### config.mk
export PLATFORM = sky130hd
export DESIGN_NAME = texture_tile_swizzle_rgba8_top
export DESIGN_NICKNAME = d
export VERILOG_FILES = /design/src/sv/tts_pkg.sv /design/src/sv/tts_cfg.sv /design/src/sv/tts_scan.sv /design/src/sv/tts_addr.sv /design/src/sv/texture_tile_swizzle_rgba8_top.sv
export SDC_FILE = /design/constraint.sdc
export NUM_CORES = 1
export LEC_CHECK = 0
export BUFFER_PORTS_ARGS = -buffer_cell sky130_fd_sc_hd__buf_2
export CORE_ASPECT_RATIO = 0.6
export CORE_UTILIZATION = 50
export DETAILED_ROUTE_END_ITERATION = 7
export PLACE_DENSITY = 0.68
export SKIP_CTS_REPAIR_TIMING = 1
export SYNTH_ARGS = -nofsm -noshare
export SYNTH_HDL_FRONTEND = slang
export SYNTH_SLANG_ARGS = --single-unit
### constraint.sdc
create_clock -name i_clk -period 5.55 [get_ports i_clk]
set_input_delay 0 -clock i_clk [delete_from_list [all_inputs] [get_ports i_clk]]
set_output_delay 0 -clock i_clk [all_outputs]
set_load 0.02 [all_outputs]
### src/sv/tts_pkg.sv
// ----------------------------------------------------------------------------
// tts_pkg
// shared types, constants and helper functions for the rgba8 tile swizzle
// ----------------------------------------------------------------------------
`default_nettype none

package tts_pkg;

    localparam int DIM_W   = 11;   // tex_width / tex_height
    localparam int CNT_W   = 10;   // column / row counters
    localparam int CAP_W   = 23;   // buffer capacities in bytes
    localparam int OFF_W   = 22;   // byte offset
    localparam int TEXEL_W = 32;
    localparam int LOG_W   = 4;    // log2 of a dimension
    localparam int AREA_W  = 24;   // bytes of a whole image, max 2^22

    localparam logic [DIM_W-1:0] MIN_DIM = 11'd8;
    localparam logic [DIM_W-1:0] MAX_DIM = 11'd1024;

    // 8x8 tiles, 4 bytes per texel
    localparam int TILE_BITS  = 3;
    localparam int TEXEL_BITS = 2;

    typedef enum logic [1:0] {
        REG_TEX_WIDTH  = 2'd0,
        REG_TEX_HEIGHT = 2'd1,
        REG_DEST_CAP   = 2'd2,
        REG_SRC_CAP    = 2'd3
    } t_reg_idx;

    // decoded configuration; the user keeps it stable while items are in flight, the block does not enforce this
    typedef struct packed {
        logic             ok;
        logic [DIM_W-1:0] width;
        logic [DIM_W-1:0] height;
        logic [LOG_W-1:0] log2w;
    } t_cfg_info;

    // item held between the scan stage and the address stage
    typedef struct packed {
        logic               err;
        logic               last;
        logic [CNT_W-1:0]   col;
        logic [CNT_W-1:0]   row;
        logic [TEXEL_W-1:0] texel;
    } t_scan_item;

    // z order inside a tile, x bit in the lower position
    function automatic logic [2*TILE_BITS-1:0] morton3(
        input logic [TILE_BITS-1:0] x,
        input logic [TILE_BITS-1:0] y
    );
        logic [2*TILE_BITS-1:0] r;
        r = '0;
        for (int b = 0; b < TILE_BITS; b++) begin
            r[2*b]   = x[b];
            r[2*b+1] = y[b];
        end
        return r;
    endfunction

    function automatic logic [TEXEL_W-1:0] byte_rev(input logic [TEXEL_W-1:0] v);
        return {v[7:0], v[15:8], v[23:16], v[31:24]};
    endfunction

endpackage

`default_nettype wire

### src/sv/tts_cfg.sv
// ----------------------------------------------------------------------------
// tts_cfg
// configuration registers and validity check of the image geometry
// ----------------------------------------------------------------------------
`default_nettype none

module tts_cfg
    import tts_pkg::*;
(
    input  wire logic               i_clk,
    input  wire logic               i_rst_n,
    input  wire logic               i_cfg_we,
    input  wire logic [1:0]         i_cfg_idx,
    input  wire logic [CAP_W-1:0]   i_cfg_data,
    output t_cfg_info               o_cfg
);

    logic [DIM_W-1:0] r_width;
    logic [DIM_W-1:0] r_height;
    logic [CAP_W-1:0] r_dest_cap;
    logic [CAP_W-1:0] r_src_cap;

    logic [LOG_W-1:0]  lw;
    logic [LOG_W-1:0]  lh;
    logic              w_ok;
    logic              h_ok;
    logic [4:0]        area_exp;
    logic [AREA_W-1:0] area_bytes;
    logic              cap_ok;
    t_reg_idx          idx;

    assign idx = t_reg_idx'(i_cfg_idx);

    always_ff @(posedge i_clk) begin
        if (!i_rst_n) begin
            r_width    <= 11'd8;
            r_height   <= 11'd8;
            r_dest_cap <= '0;
            r_src_cap  <= '0;
        end else if (i_cfg_we) begin
            unique case (idx)
                REG_TEX_WIDTH:  r_width    <= i_cfg_data[DIM_W-1:0];
                REG_TEX_HEIGHT: r_height   <= i_cfg_data[DIM_W-1:0];
                REG_DEST_CAP:   r_dest_cap <= i_cfg_data;
                REG_SRC_CAP:    r_src_cap  <= i_cfg_data;
                default: ;
            endcase
        end
    end

    // exponent of a power of two dimension
    always_comb begin
        lw = '0;
        lh = '0;
        for (int b = 0; b < DIM_W; b++) begin
            if (r_width[b])  lw = LOG_W'(b);
            if (r_height[b]) lh = LOG_W'(b);
        end
    end

    assign w_ok = $onehot(r_width)  && (r_width  >= MIN_DIM) && (r_width  <= MAX_DIM);
    assign h_ok = $onehot(r_height) && (r_height >= MIN_DIM) && (r_height <= MAX_DIM);

    // with both dimensions powers of two the image size is a power of two too
    assign area_exp   = {1'b0, lw} + {1'b0, lh} + 5'(TEXEL_BITS);
    assign area_bytes = AREA_W'(1) << area_exp;
    assign cap_ok     = (AREA_W'(r_dest_cap) >= area_bytes) &&
                        (AREA_W'(r_src_cap)  >= area_bytes);

    always_comb begin
        o_cfg.ok     = w_ok && h_ok && cap_ok;
        o_cfg.width  = r_width;
        o_cfg.height = r_height;
        o_cfg.log2w  = lw;
    end

endmodule

`default_nettype wire

### src/sv/tts_scan.sv
// ----------------------------------------------------------------------------
// tts_scan
// raster position counters and input register
// ----------------------------------------------------------------------------
`default_nettype none

module tts_scan
    import tts_pkg::*;
(
    input  wire logic               i_clk,
    input  wire logic               i_rst_n,
    input  wire t_cfg_info          i_cfg,
    input  wire logic               i_valid,
    input  wire logic [TEXEL_W-1:0] i_texel,
    output logic                    o_ready,
    input  wire logic               i_adv,
    output logic                    o_valid,
    output t_scan_item              o_item
);

    logic             r_valid;
    t_scan_item       r_item;
    logic [CNT_W-1:0] r_col;
    logic [CNT_W-1:0] r_row;

    logic             acc;
    logic             outside;
    logic [CNT_W-1:0] cur_col;
    logic [CNT_W-1:0] cur_row;
    logic             cur_last;
    logic [DIM_W-1:0] col_inc;
    logic             row_wrap;
    logic [CNT_W-1:0] n_col;
    logic [CNT_W-1:0] n_row;
    t_scan_item       n_item;

    assign o_ready = !r_valid || i_adv;
    assign acc     = i_valid && o_ready;

    // restart at the origin when the counters lie outside a resized image
    assign outside  = ({1'b0, r_col} >= i_cfg.width) || ({1'b0, r_row} >= i_cfg.height);
    assign cur_col  = outside ? '0 : r_col;
    assign cur_row  = outside ? '0 : r_row;
    assign cur_last = ({1'b0, cur_col} == i_cfg.width  - 11'd1) &&
                      ({1'b0, cur_row} == i_cfg.height - 11'd1);
    assign col_inc  = {1'b0, cur_col} + 11'd1;
    assign row_wrap = (col_inc == i_cfg.width);

    always_comb begin
        n_col = r_col;
        n_row = r_row;
        if (i_cfg.ok) begin
            if (cur_last) begin
                n_col = '0;
                n_row = '0;
            end else if (row_wrap) begin
                n_col = '0;
                n_row = cur_row + 10'd1;
            end else begin
                n_col = col_inc[CNT_W-1:0];
                n_row = cur_row;
            end
        end
    end

    always_comb begin
        n_item.err   = !i_cfg.ok;
        n_item.last  = cur_last;
        n_item.col   = cur_col;
        n_item.row   = cur_row;
        n_item.texel = i_texel;
    end

    always_ff @(posedge i_clk) begin
        if (!i_rst_n) begin
            r_valid <= 1'b0;
            r_col   <= '0;
            r_row   <= '0;
        end else begin
            if (acc) begin
                r_valid <= 1'b1;
                r_col   <= n_col;
                r_row   <= n_row;
            end else if (i_adv) begin
                r_valid <= 1'b0;
            end
        end
    end

    always_ff @(posedge i_clk) begin
        if (acc) begin
            r_item <= n_item;
        end
    end

    assign o_valid = r_valid;
    assign o_item  = r_item;

    // counters stay inside the image after a good beat
    a_cnt_in_image: assert property (@(posedge i_clk) disable iff (!i_rst_n)
        (acc && i_cfg.ok) |=> ({1'b0, r_col} < i_cfg.width) && ({1'b0, r_row} < i_cfg.height))
        else $error("position counter left the image");

    // the final texel sends the scan back to the origin
    a_last_wraps: assert property (@(posedge i_clk) disable iff (!i_rst_n)
        (acc && i_cfg.ok && cur_last) |=> (r_col == '0) && (r_row == '0))
        else $error("counters did not wrap after the final texel");

    // a held item is not overwritten while the next stage is blocked
    a_hold: assert property (@(posedge i_clk) disable iff (!i_rst_n)
        (r_valid && !i_adv) |=> r_valid && $stable(r_item))
        else $error("input register changed while stalled");

endmodule

`default_nettype wire

### src/sv/tts_addr.sv
// ----------------------------------------------------------------------------
// tts_addr
// tiled byte offset, byte swap and result register
// ----------------------------------------------------------------------------
`default_nettype none

module tts_addr
    import tts_pkg::*;
(
    input  wire logic                i_clk,
    input  wire logic                i_rst_n,
    input  wire logic [LOG_W-1:0]    i_log2w,
    input  wire logic                i_valid,
    input  wire t_scan_item          i_item,
    output logic                     o_adv,
    output logic                     o_valid,
    input  wire logic                i_ready,
    output logic [OFF_W-1:0]         o_offset,
    output logic [TEXEL_W-1:0]       o_texel,
    output logic                     o_last,
    output logic                     o_err
);

    localparam int IDX_W = OFF_W - TEXEL_BITS;

    logic               r_valid;
    logic [OFF_W-1:0]   r_offset;
    logic [TEXEL_W-1:0] r_texel;
    logic               r_last;
    logic               r_err;

    logic [OFF_W-1:0]   row_part;
    logic [OFF_W-1:0]   col_part;
    logic [OFF_W-1:0]   texel_idx;
    logic [OFF_W-1:0]   n_offset;
    logic [TEXEL_W-1:0] n_texel;
    logic               n_last;
    logic               take;

    assign o_adv = !r_valid || i_ready;
    assign take  = i_valid && o_adv;

    // aligned row times the power of two width is a shift
    assign row_part  = OFF_W'({i_item.row[CNT_W-1:TILE_BITS], TILE_BITS'(0)}) << i_log2w;
    assign col_part  = OFF_W'({i_item.col[CNT_W-1:TILE_BITS], TILE_BITS'(0)}) << TILE_BITS;
    assign texel_idx = row_part + col_part +
                       OFF_W'(morton3(i_item.col[TILE_BITS-1:0], i_item.row[TILE_BITS-1:0]));

    always_comb begin
        if (i_item.err) begin
            n_offset = '0;
            n_texel  = '0;
            n_last   = 1'b0;
        end else begin
            n_offset = {texel_idx[IDX_W-1:0], TEXEL_BITS'(0)};
            n_texel  = byte_rev(i_item.texel);
            n_last   = i_item.last;
        end
    end

    always_ff @(posedge i_clk) begin
        if (!i_rst_n) begin
            r_valid <= 1'b0;
        end else if (take) begin
            r_valid <= 1'b1;
        end else if (i_ready) begin
            r_valid <= 1'b0;
        end
    end

    always_ff @(posedge i_clk) begin
        if (take) begin
            r_offset <= n_offset;
            r_texel  <= n_texel;
            r_last   <= n_last;
            r_err    <= i_item.err;
        end
    end

    assign o_valid  = r_valid;
    assign o_offset = r_offset;
    assign o_texel  = r_texel;
    assign o_last   = r_last;
    assign o_err    = r_err;

endmodule

`default_nettype wire

### src/sv/texture_tile_swizzle_rgba8_top.sv
// ----------------------------------------------------------------------------
// texture_tile_swizzle_rgba8_top
// raster rgba8 texels in, tiled byte offset and abgr texel out
// ----------------------------------------------------------------------------
//
//  channel   dir  beat contents
//  --------  ---  -----------------------------------------------------------
//  s_axis    in   tdata[31:0] texel_in
//  m_axis    out  tdata[21:0] dest_byte_offset, [53:22] texel_out,
//                 tlast last_texel, tuser config_error
//  cfg       in   i_cfg_we / i_cfg_idx / i_cfg_data, write only
//
//  one beat per cycle sustained while m_axis is ready; a beat taken on s_axis
//  sits in the input register, then moves to the result register, from which
//  it can be taken on m_axis
//  reset: synchronous active low, registers back to 8x8 with zero capacities,
//  position counters at the origin, both pipeline stages empty
//  a stalled m_axis fills the result register, then the input register,
//  and only then drops s_axis_tready
//
`default_nettype none

module texture_tile_swizzle_rgba8_top
    import tts_pkg::*;
(
    input  wire logic                i_clk,
    input  wire logic                i_rst_n,

    // configuration writes
    input  wire logic                i_cfg_we,
    input  wire logic [1:0]          i_cfg_idx,
    input  wire logic [CAP_W-1:0]    i_cfg_data,

    // texel input
    input  wire logic                s_axis_tvalid,
    output logic                     s_axis_tready,
    input  wire logic [31:0]         s_axis_tdata,   // texel_in

    // result output
    output logic                     m_axis_tvalid,
    input  wire logic                m_axis_tready,
    output logic [55:0]              m_axis_tdata,   // dest_byte_offset, texel_out, pad
    output logic                     m_axis_tlast,   // last_texel
    output logic                     m_axis_tuser    // config_error
);

    t_cfg_info          cfg;
    t_scan_item         item;
    logic               item_valid;
    logic               adv;
    logic [OFF_W-1:0]   offset;
    logic [TEXEL_W-1:0] texel;

    // configuration registers and geometry check
    tts_cfg u_cfg (
        .i_clk      (i_clk),
        .i_rst_n    (i_rst_n),
        .i_cfg_we   (i_cfg_we),
        .i_cfg_idx  (i_cfg_idx),
        .i_cfg_data (i_cfg_data),
        .o_cfg      (cfg)
    );

    // raster counters, captured with the texel at acceptance
    tts_scan u_scan (
        .i_clk   (i_clk),
        .i_rst_n (i_rst_n),
        .i_cfg   (cfg),
        .i_valid (s_axis_tvalid),
        .i_texel (s_axis_tdata),
        .o_ready (s_axis_tready),
        .i_adv   (adv),
        .o_valid (item_valid),
        .o_item  (item)
    );

    // address math and result register
    tts_addr u_addr (
        .i_clk    (i_clk),
        .i_rst_n  (i_rst_n),
        .i_log2w  (cfg.log2w),
        .i_valid  (item_valid),
        .i_item   (item),
        .o_adv    (adv),
        .o_valid  (m_axis_tvalid),
        .i_ready  (m_axis_tready),
        .o_offset (offset),
        .o_texel  (texel),
        .o_last   (m_axis_tlast),
        .o_err    (m_axis_tuser)
    );

    // pack fields from the lowest bit up, pad to whole bytes
    assign m_axis_tdata = {2'b00, texel, offset};

    // an error beat carries nothing but the flag
    a_err_beat_empty: assert property (@(posedge i_clk) disable iff (!i_rst_n)
        (m_axis_tvalid && m_axis_tuser) |-> (m_axis_tdata == '0) && !m_axis_tlast)
        else $error("error beat carries data");

endmodule

`default_nettype wire
==> report_table.html <==
<table>
<tr><th>Metric</th><th>Value</th></tr>
<tr><th colspan="2">Outcome</th></tr>
<tr><td>Result of the run</td><td>finished, violations left</td></tr>
<tr><td>Failing checks</td><td>DRC</td></tr>
<tr><th colspan="2">Power</th></tr>
<tr><td>Logic gate share of total power</td><td>30.5%</td></tr>
<tr><td>Part of the power in registers</td><td>between 30% and 40%</td></tr>
<tr><td>Pint</td><td>about 2.8 mW</td></tr>
<tr><td>Leakage power figure</td><td>6.482 nW</td></tr>
<tr><td>P per Cell Area</td><td>274.3 mW/mm2</td></tr>
<tr><td>Highest ir drop seen on vdd</td><td>between 0.00015 and 0.0002 V</td></tr>
<tr><td>Power spent charging and discharging nets</td><td>1.453 mW</td></tr>
<tr><td>Part of the power in the clock network</td><td>31.2%</td></tr>
<tr><td>Switching fraction of total power</td><td>between 30% and 40%</td></tr>
<tr><th colspan="2">GRT</th></tr>
<tr><td>GRT Total Usage</td><td>28.49%</td></tr>
<tr><td>Wire length of the first global-routing pass</td><td>between 50000 and 60000 um</td></tr>
<tr><td>Residual overflow from global routing</td><td>0</td></tr>
<tr><td>Initial antenna violation count</td><td>0</td></tr>
<tr><td>Vias in the first global route</td><td>9672</td></tr>
<tr><td>Largest net degree at the start of global routing</td><td>around 80</td></tr>
<tr><th colspan="2">Clock tree</th></tr>
<tr><td>Insertion delay of the later-clocked pin in the worst-skew pair</td><td>roughly 470 ps</td></tr>
<tr><td>H-tree lvl count</td><td>4</td></tr>
<tr><td>Clock tree from TritonCTS</td><td>yes</td></tr>
<tr><td>Bufs on Longest Clock Path</td><td>2</td></tr>
<tr><td>Number of clock sinks seen by CTS</td><td>198</td></tr>
<tr><td>Cell at the root of the clock tree</td><td>sky130_fd_sc_hd__clkbuf_16</td></tr>
<tr><td>TritonCTS Buffers</td><td>17</td></tr>
<tr><td>Clock transition at the registers of the reported paths</td><td>80 ps</td></tr>
<tr><th colspan="2">Worst setup path</th></tr>
<tr><td>Critical-path top delay cell</td><td>sky130_fd_sc_hd__or3b_4</td></tr>
<tr><td>Worst reg2reg path startpoint</td><td>u_cfg.r_width[3]$_SDFFE_PN1P_</td></tr>
<tr><td>Max incr delay on CP</td><td>around 470 ps</td></tr>
<tr><td>Type of the setup path with the least slack</td><td>reg -&gt; reg</td></tr>
<tr><td>Logic depth of the worst register-to-register path</td><td>24</td></tr>
<tr><td>Worst path arrival time</td><td>approximately 5900 ps</td></tr>
<tr><td>Critical path required time</td><td>roughly 6000 ps</td></tr>
<tr><td>Chain of cells forming the critical path</td><td>inv_2 &gt; ha_4 &gt; or3_4 &gt; a211oi_4 &gt; or2_4 &gt; inv_6 &gt; ha_4 &gt; inv_2 &gt; ha_2 &gt; inv_2 &gt; fa_2 &gt; xnor2_4 &gt; buf_6 &gt; nor3b_4 &gt; nand2_2 &gt; ha_4 &gt; a21oi_1 &gt; o211ai_1 &gt; a41o_1 &gt; nand4_1 &gt; or3b_4 &gt; or2_4 &gt; or4_1 &gt; a21boi_1</td></tr>
<tr><td>R2R setup slack</td><td>80 ps</td></tr>
<tr><td>Crit end category</td><td>flop</td></tr>
<tr><td>Critical path fanouts, max</td><td>4</td></tr>
<tr><td>RR Endpoint</td><td>u_scan.r_col[0]$_SDFFE_PN0P_</td></tr>
<tr><td>Startpoint class of the critical path</td><td>flop</td></tr>
<tr><th colspan="2">Timing</th></tr>
<tr><td>Max frequency</td><td>roughly 180 MHz</td></tr>
<tr><td>Max-slew headroom</td><td>between 20 and 30%</td></tr>
<tr><td>Post-route clock period utilization</td><td>98.55%</td></tr>
<tr><td>Post-layout min period</td><td>5470 ps</td></tr>
<tr><td>Final Hold Vio Count</td><td>0</td></tr>
<tr><td>Count of final max-slew check failures</td><td>0</td></tr>
<tr><td>Final setup slack of the worst path</td><td>80.34 ps</td></tr>
<tr><td>Worst clock skew</td><td>12.16 ps</td></tr>
<tr><td>Final-report setup violation count</td><td>0</td></tr>
<tr><td>Smallest hold slack</td><td>127.9 ps</td></tr>
<tr><td>Pin slew with the least headroom to its limit</td><td>between 1000 and 1500 ps</td></tr>
<tr><th colspan="2">Placement</th></tr>
<tr><td>Port Buf Inserts</td><td>roughly 120</td></tr>
<tr><td>Routability cong.</td><td>a little under 1</td></tr>
<tr><td>Half-perimeter wire length after detailed placement</td><td>~27000 um</td></tr>
<tr><td>Minimum setup slack after placement</td><td>-390.2 ps</td></tr>
<tr><th colspan="2">Job</th></tr>
<tr><td>Max Cap Violations</td><td>0</td></tr>
<tr><th colspan="2">Routing</th></tr>
<tr><td>DR DRC count</td><td>2</td></tr>
<tr><td>Post-route antenna net violation count</td><td>0</td></tr>
<tr><td>Via density per instance</td><td>between 5 and 6</td></tr>
<tr><td>Wire length per cell after detailed routing</td><td>19.67 um</td></tr>
<tr><td>DR pass1 iterations</td><td>7</td></tr>
<tr><td>Drt initial violations</td><td>around 1100</td></tr>
<tr><td>Vias post-DR</td><td>10853</td></tr>
<tr><td>Overall routed net length</td><td>about 37000 um</td></tr>
<tr><th colspan="2">Die</th></tr>
<tr><td>Die Y</td><td>roughly 120 um</td></tr>
<tr><td>I/O pin count</td><td>between 100 and 150</td></tr>
<tr><td>Initial standard-cell utilization of the core</td><td>between 50% and 60%</td></tr>
<tr><td>Core area</td><td>roughly 0.024 mm2</td></tr>
<tr><td>Die boundary width</td><td>206.3 um</td></tr>
<tr><td>Die ar.</td><td>about 0.026 mm2</td></tr>
<tr><td>FP Rows</td><td>44</td></tr>
<tr><th colspan="2">Synthesis</th></tr>
<tr><td>Register area share after synthesis</td><td>approximately two fifths</td></tr>
<tr><td>Number of distinct library cell variants in the gate-level netlist after synthesis</td><td>between 80 and 90</td></tr>
<tr><td>EDFF count, synth</td><td>between 100 and 150</td></tr>
<tr><td>Count of mapped cells out of synthesis</td><td>around 1300</td></tr>
<tr><td>Yosys warning count</td><td>0</td></tr>
<tr><td>Main flop type after synthesis</td><td>sky130_fd_sc_hd__edfxtp_1</td></tr>
<tr><td>Asr flop ratio synth</td><td>0%</td></tr>
<tr><td>Avg Synthesized Cell Area</td><td>around 9.5 um2</td></tr>
<tr><td>Flops &amp; latches, synth</td><td>about 200</td></tr>
<tr><td>Netlist area before placement</td><td>~0.013 mm2</td></tr>
<tr><th colspan="2">Final layout</th></tr>
<tr><td>NumNets Final</td><td>1751</td></tr>
<tr><td>Area Growth Syn to Fin</td><td>25.02%</td></tr>
<tr><td>Diodes inserted</td><td>0</td></tr>
<tr><td>Share of cells above drive strength 1</td><td>~22%</td></tr>
<tr><td>Number of fill cells</td><td>1921</td></tr>
<tr><th colspan="2">Hold path</th></tr>
<tr><td>Origin of the worst min-delay path</td><td>i_rst_n</td></tr>
<tr><td>Cell count of the worst hold path</td><td>3</td></tr>
<tr><td>Worst hold path type</td><td>in -&gt; reg</td></tr>
<tr><td>Hold Crit Endpoint</td><td>u_cfg.r_height[3]$_SDFFE_PN1P_</td></tr>
</table>
[registers in the layout (all words and copies together) (netlist names)]
name / count
u_addr.o_err: 1
u_addr.o_last: 1
u_addr.o_offset: 20
u_addr.o_texel: 32
u_addr.o_valid: 1
u_cfg.r_dest_cap: 23
u_cfg.r_height: 11
u_cfg.r_src_cap: 23
u_cfg.r_width: 11
u_scan.o_item: 54
u_scan.o_valid: 1
u_scan.r_col: 10
u_scan.r_row: 10
[critical path: cells and delay by family (launching register included)]
family	cells	cell delay [ps]
AND/OR/NAND/NOR	8	2260
adder cells (fa/ha/maj)	5	1250
AO/OA/AOI/OAI	5	1050
flip-flops	1	350
buffers and inverters	5	310
XOR/XNOR	1	180
[layout by cell type (no fill, tap or decap), drive strengths merged, types with 11 or more instances in the layout]
cell type and instances:
and3 16, buf 217, nor2 88, a211oi 11, or2 11, o21ai 32
dlygate4sd3 58, edfxtp 108, a21boi 49, nor3 39, inv 90, xnor2 33
mux2i 26, a21oi 59, a21o 18, xor2 17, nor2b 71, clkbuf 17
nand4 19, fa 14, ha 119, and2 19, dfxtp 90, nand2 162
nand3 34
[cell type report]
class                           instances  area [um2]  area share [%]
Clock buffer                           17       425.4           2.716
Timing Repair Buffer                  275        1948           12.44
Clock inverter                         15       200.2           1.278
Tap cell                              322       402.9           2.572
Multi-Input combinational cell        985        7335           46.83
Inverter                               79       301.5           1.925
Sequential cell                       198        5049           32.24
[Yosys cell counts, drive strengths merged, types with 6 or more instances]
cell      n  share of area (%)
a211oi   11               0.70
a21boi   49                2.9
a21o     18                1.1
a21oi    59                2.4
a22o      7               0.49
a31oi     9               0.45
and2     19               0.95
and3     16               0.80
buf      21               0.98
clkbuf   41                1.2
dfxtp    90                 14
edfxtp  108                 26
fa       14                2.2
ha      119                 12
inv      78                2.4
mux2i    26                2.2
nand2   162                4.9
nand2b   10               0.50
nand3    34                1.4
nand3b    6               0.36
nand4    19               0.95
nor2     88                2.6
nor2b    71                3.5
nor3     39                1.7
nor4      7               0.40
o211ai    7               0.46
o21ai    32                1.3
o21bai    6               0.36
o22ai     7               0.35
o31ai    10               0.64
or2      11               0.55
or3       7               0.35
xnor2    33                2.3
xor2     17                1.2
[routing by layer]
layer	vias up	part of all wire [%]	global-route usage, %
met5	-	0	0
met4	0	1.1	6.315
met3	38	12	9.393
met2	485	39	35.97
met1	5154	48	45.44
li1	5176	-	-
[logic make-up (layout without fill, tap and decap cells)]
| group | after synthesis | in the layout | share of synthesized area (%) |
|---|---|---|---|
| other | 1 | 4 | 0.02994 |
| AO/OA/AOI/OAI | 261 | 261 | 14.42 |
| buffers and inverters | 141 | 386 | 4.624 |
| multiplexers | 29 | 29 | 2.657 |
| AND/OR/NAND/NOR | 507 | 507 | 20.20 |
| XOR/XNOR | 51 | 51 | 3.676 |
| adder cells (fa/ha/maj) | 133 | 133 | 14.12 |
| flip-flops | 198 | 198 | 40.27 |
[power by group through the flow]
| stage | Sequential (mW) | Clock [mW] | Combinational [mW] |
|---|---|---|---|
| after CTS | 1.64 | 1.36 | 1.09 |
| after global routing | 1.65 | 1.41 | 1.42 |
| after detailed placement | 1.67 | 0 | 1.08 |
| final | 1.64 | 1.34 | 1.31 |
| after global placement | 1.67 | 0 | 1.07 |
| after floorplan | 1.69 | 0 | 0.665 |
[worst max-delay path by stage]
stage	startpoint	endpoint	slack (ps)	depth (start not counted)
2_1_floorplan	u_cfg.r_width[2]$_SDFFE_PN0P_	u_scan.r_col[0]$_SDFFE_PN0P_	30	25
3_3_place_gp	u_cfg.r_width[2]$_SDFFE_PN0P_	u_scan.r_col[0]$_SDFFE_PN0P_	-260	26
3_5_place_dp	u_cfg.r_width[2]$_SDFFE_PN0P_	u_scan.r_col[0]$_SDFFE_PN0P_	-390	26
4_1_cts	u_cfg.r_width[2]$_SDFFE_PN0P_	u_scan.r_col[0]$_SDFFE_PN0P_	-440	26
5_1_grt	u_cfg.r_width[3]$_SDFFE_PN1P_	u_scan.r_col[0]$_SDFFE_PN0P_	-130	24
6_report	u_cfg.r_width[3]$_SDFFE_PN1P_	u_scan.r_col[0]$_SDFFE_PN0P_	80	24
[through the flow]
stage / std cells / utilization, % / setup TNS, ps / total power, mW / area (um2)
finish: 1891 / 64.22 / 0 / 4.296 / 15660
global route: 1891 / 64.22 / -1159 / 4.480 / 15660
CTS: 1826 / 59.96 / -5137 / 4.097 / 14620
detailed placement: 1794 / 57.40 / -3939 / 2.756 / 14000
global placement: 1794 / 57.40 / -1391 / 2.739 / 14000
floorplan: 1324 / - / 0 / 2.355 / 12570
(Power assumes the default switching activity.)
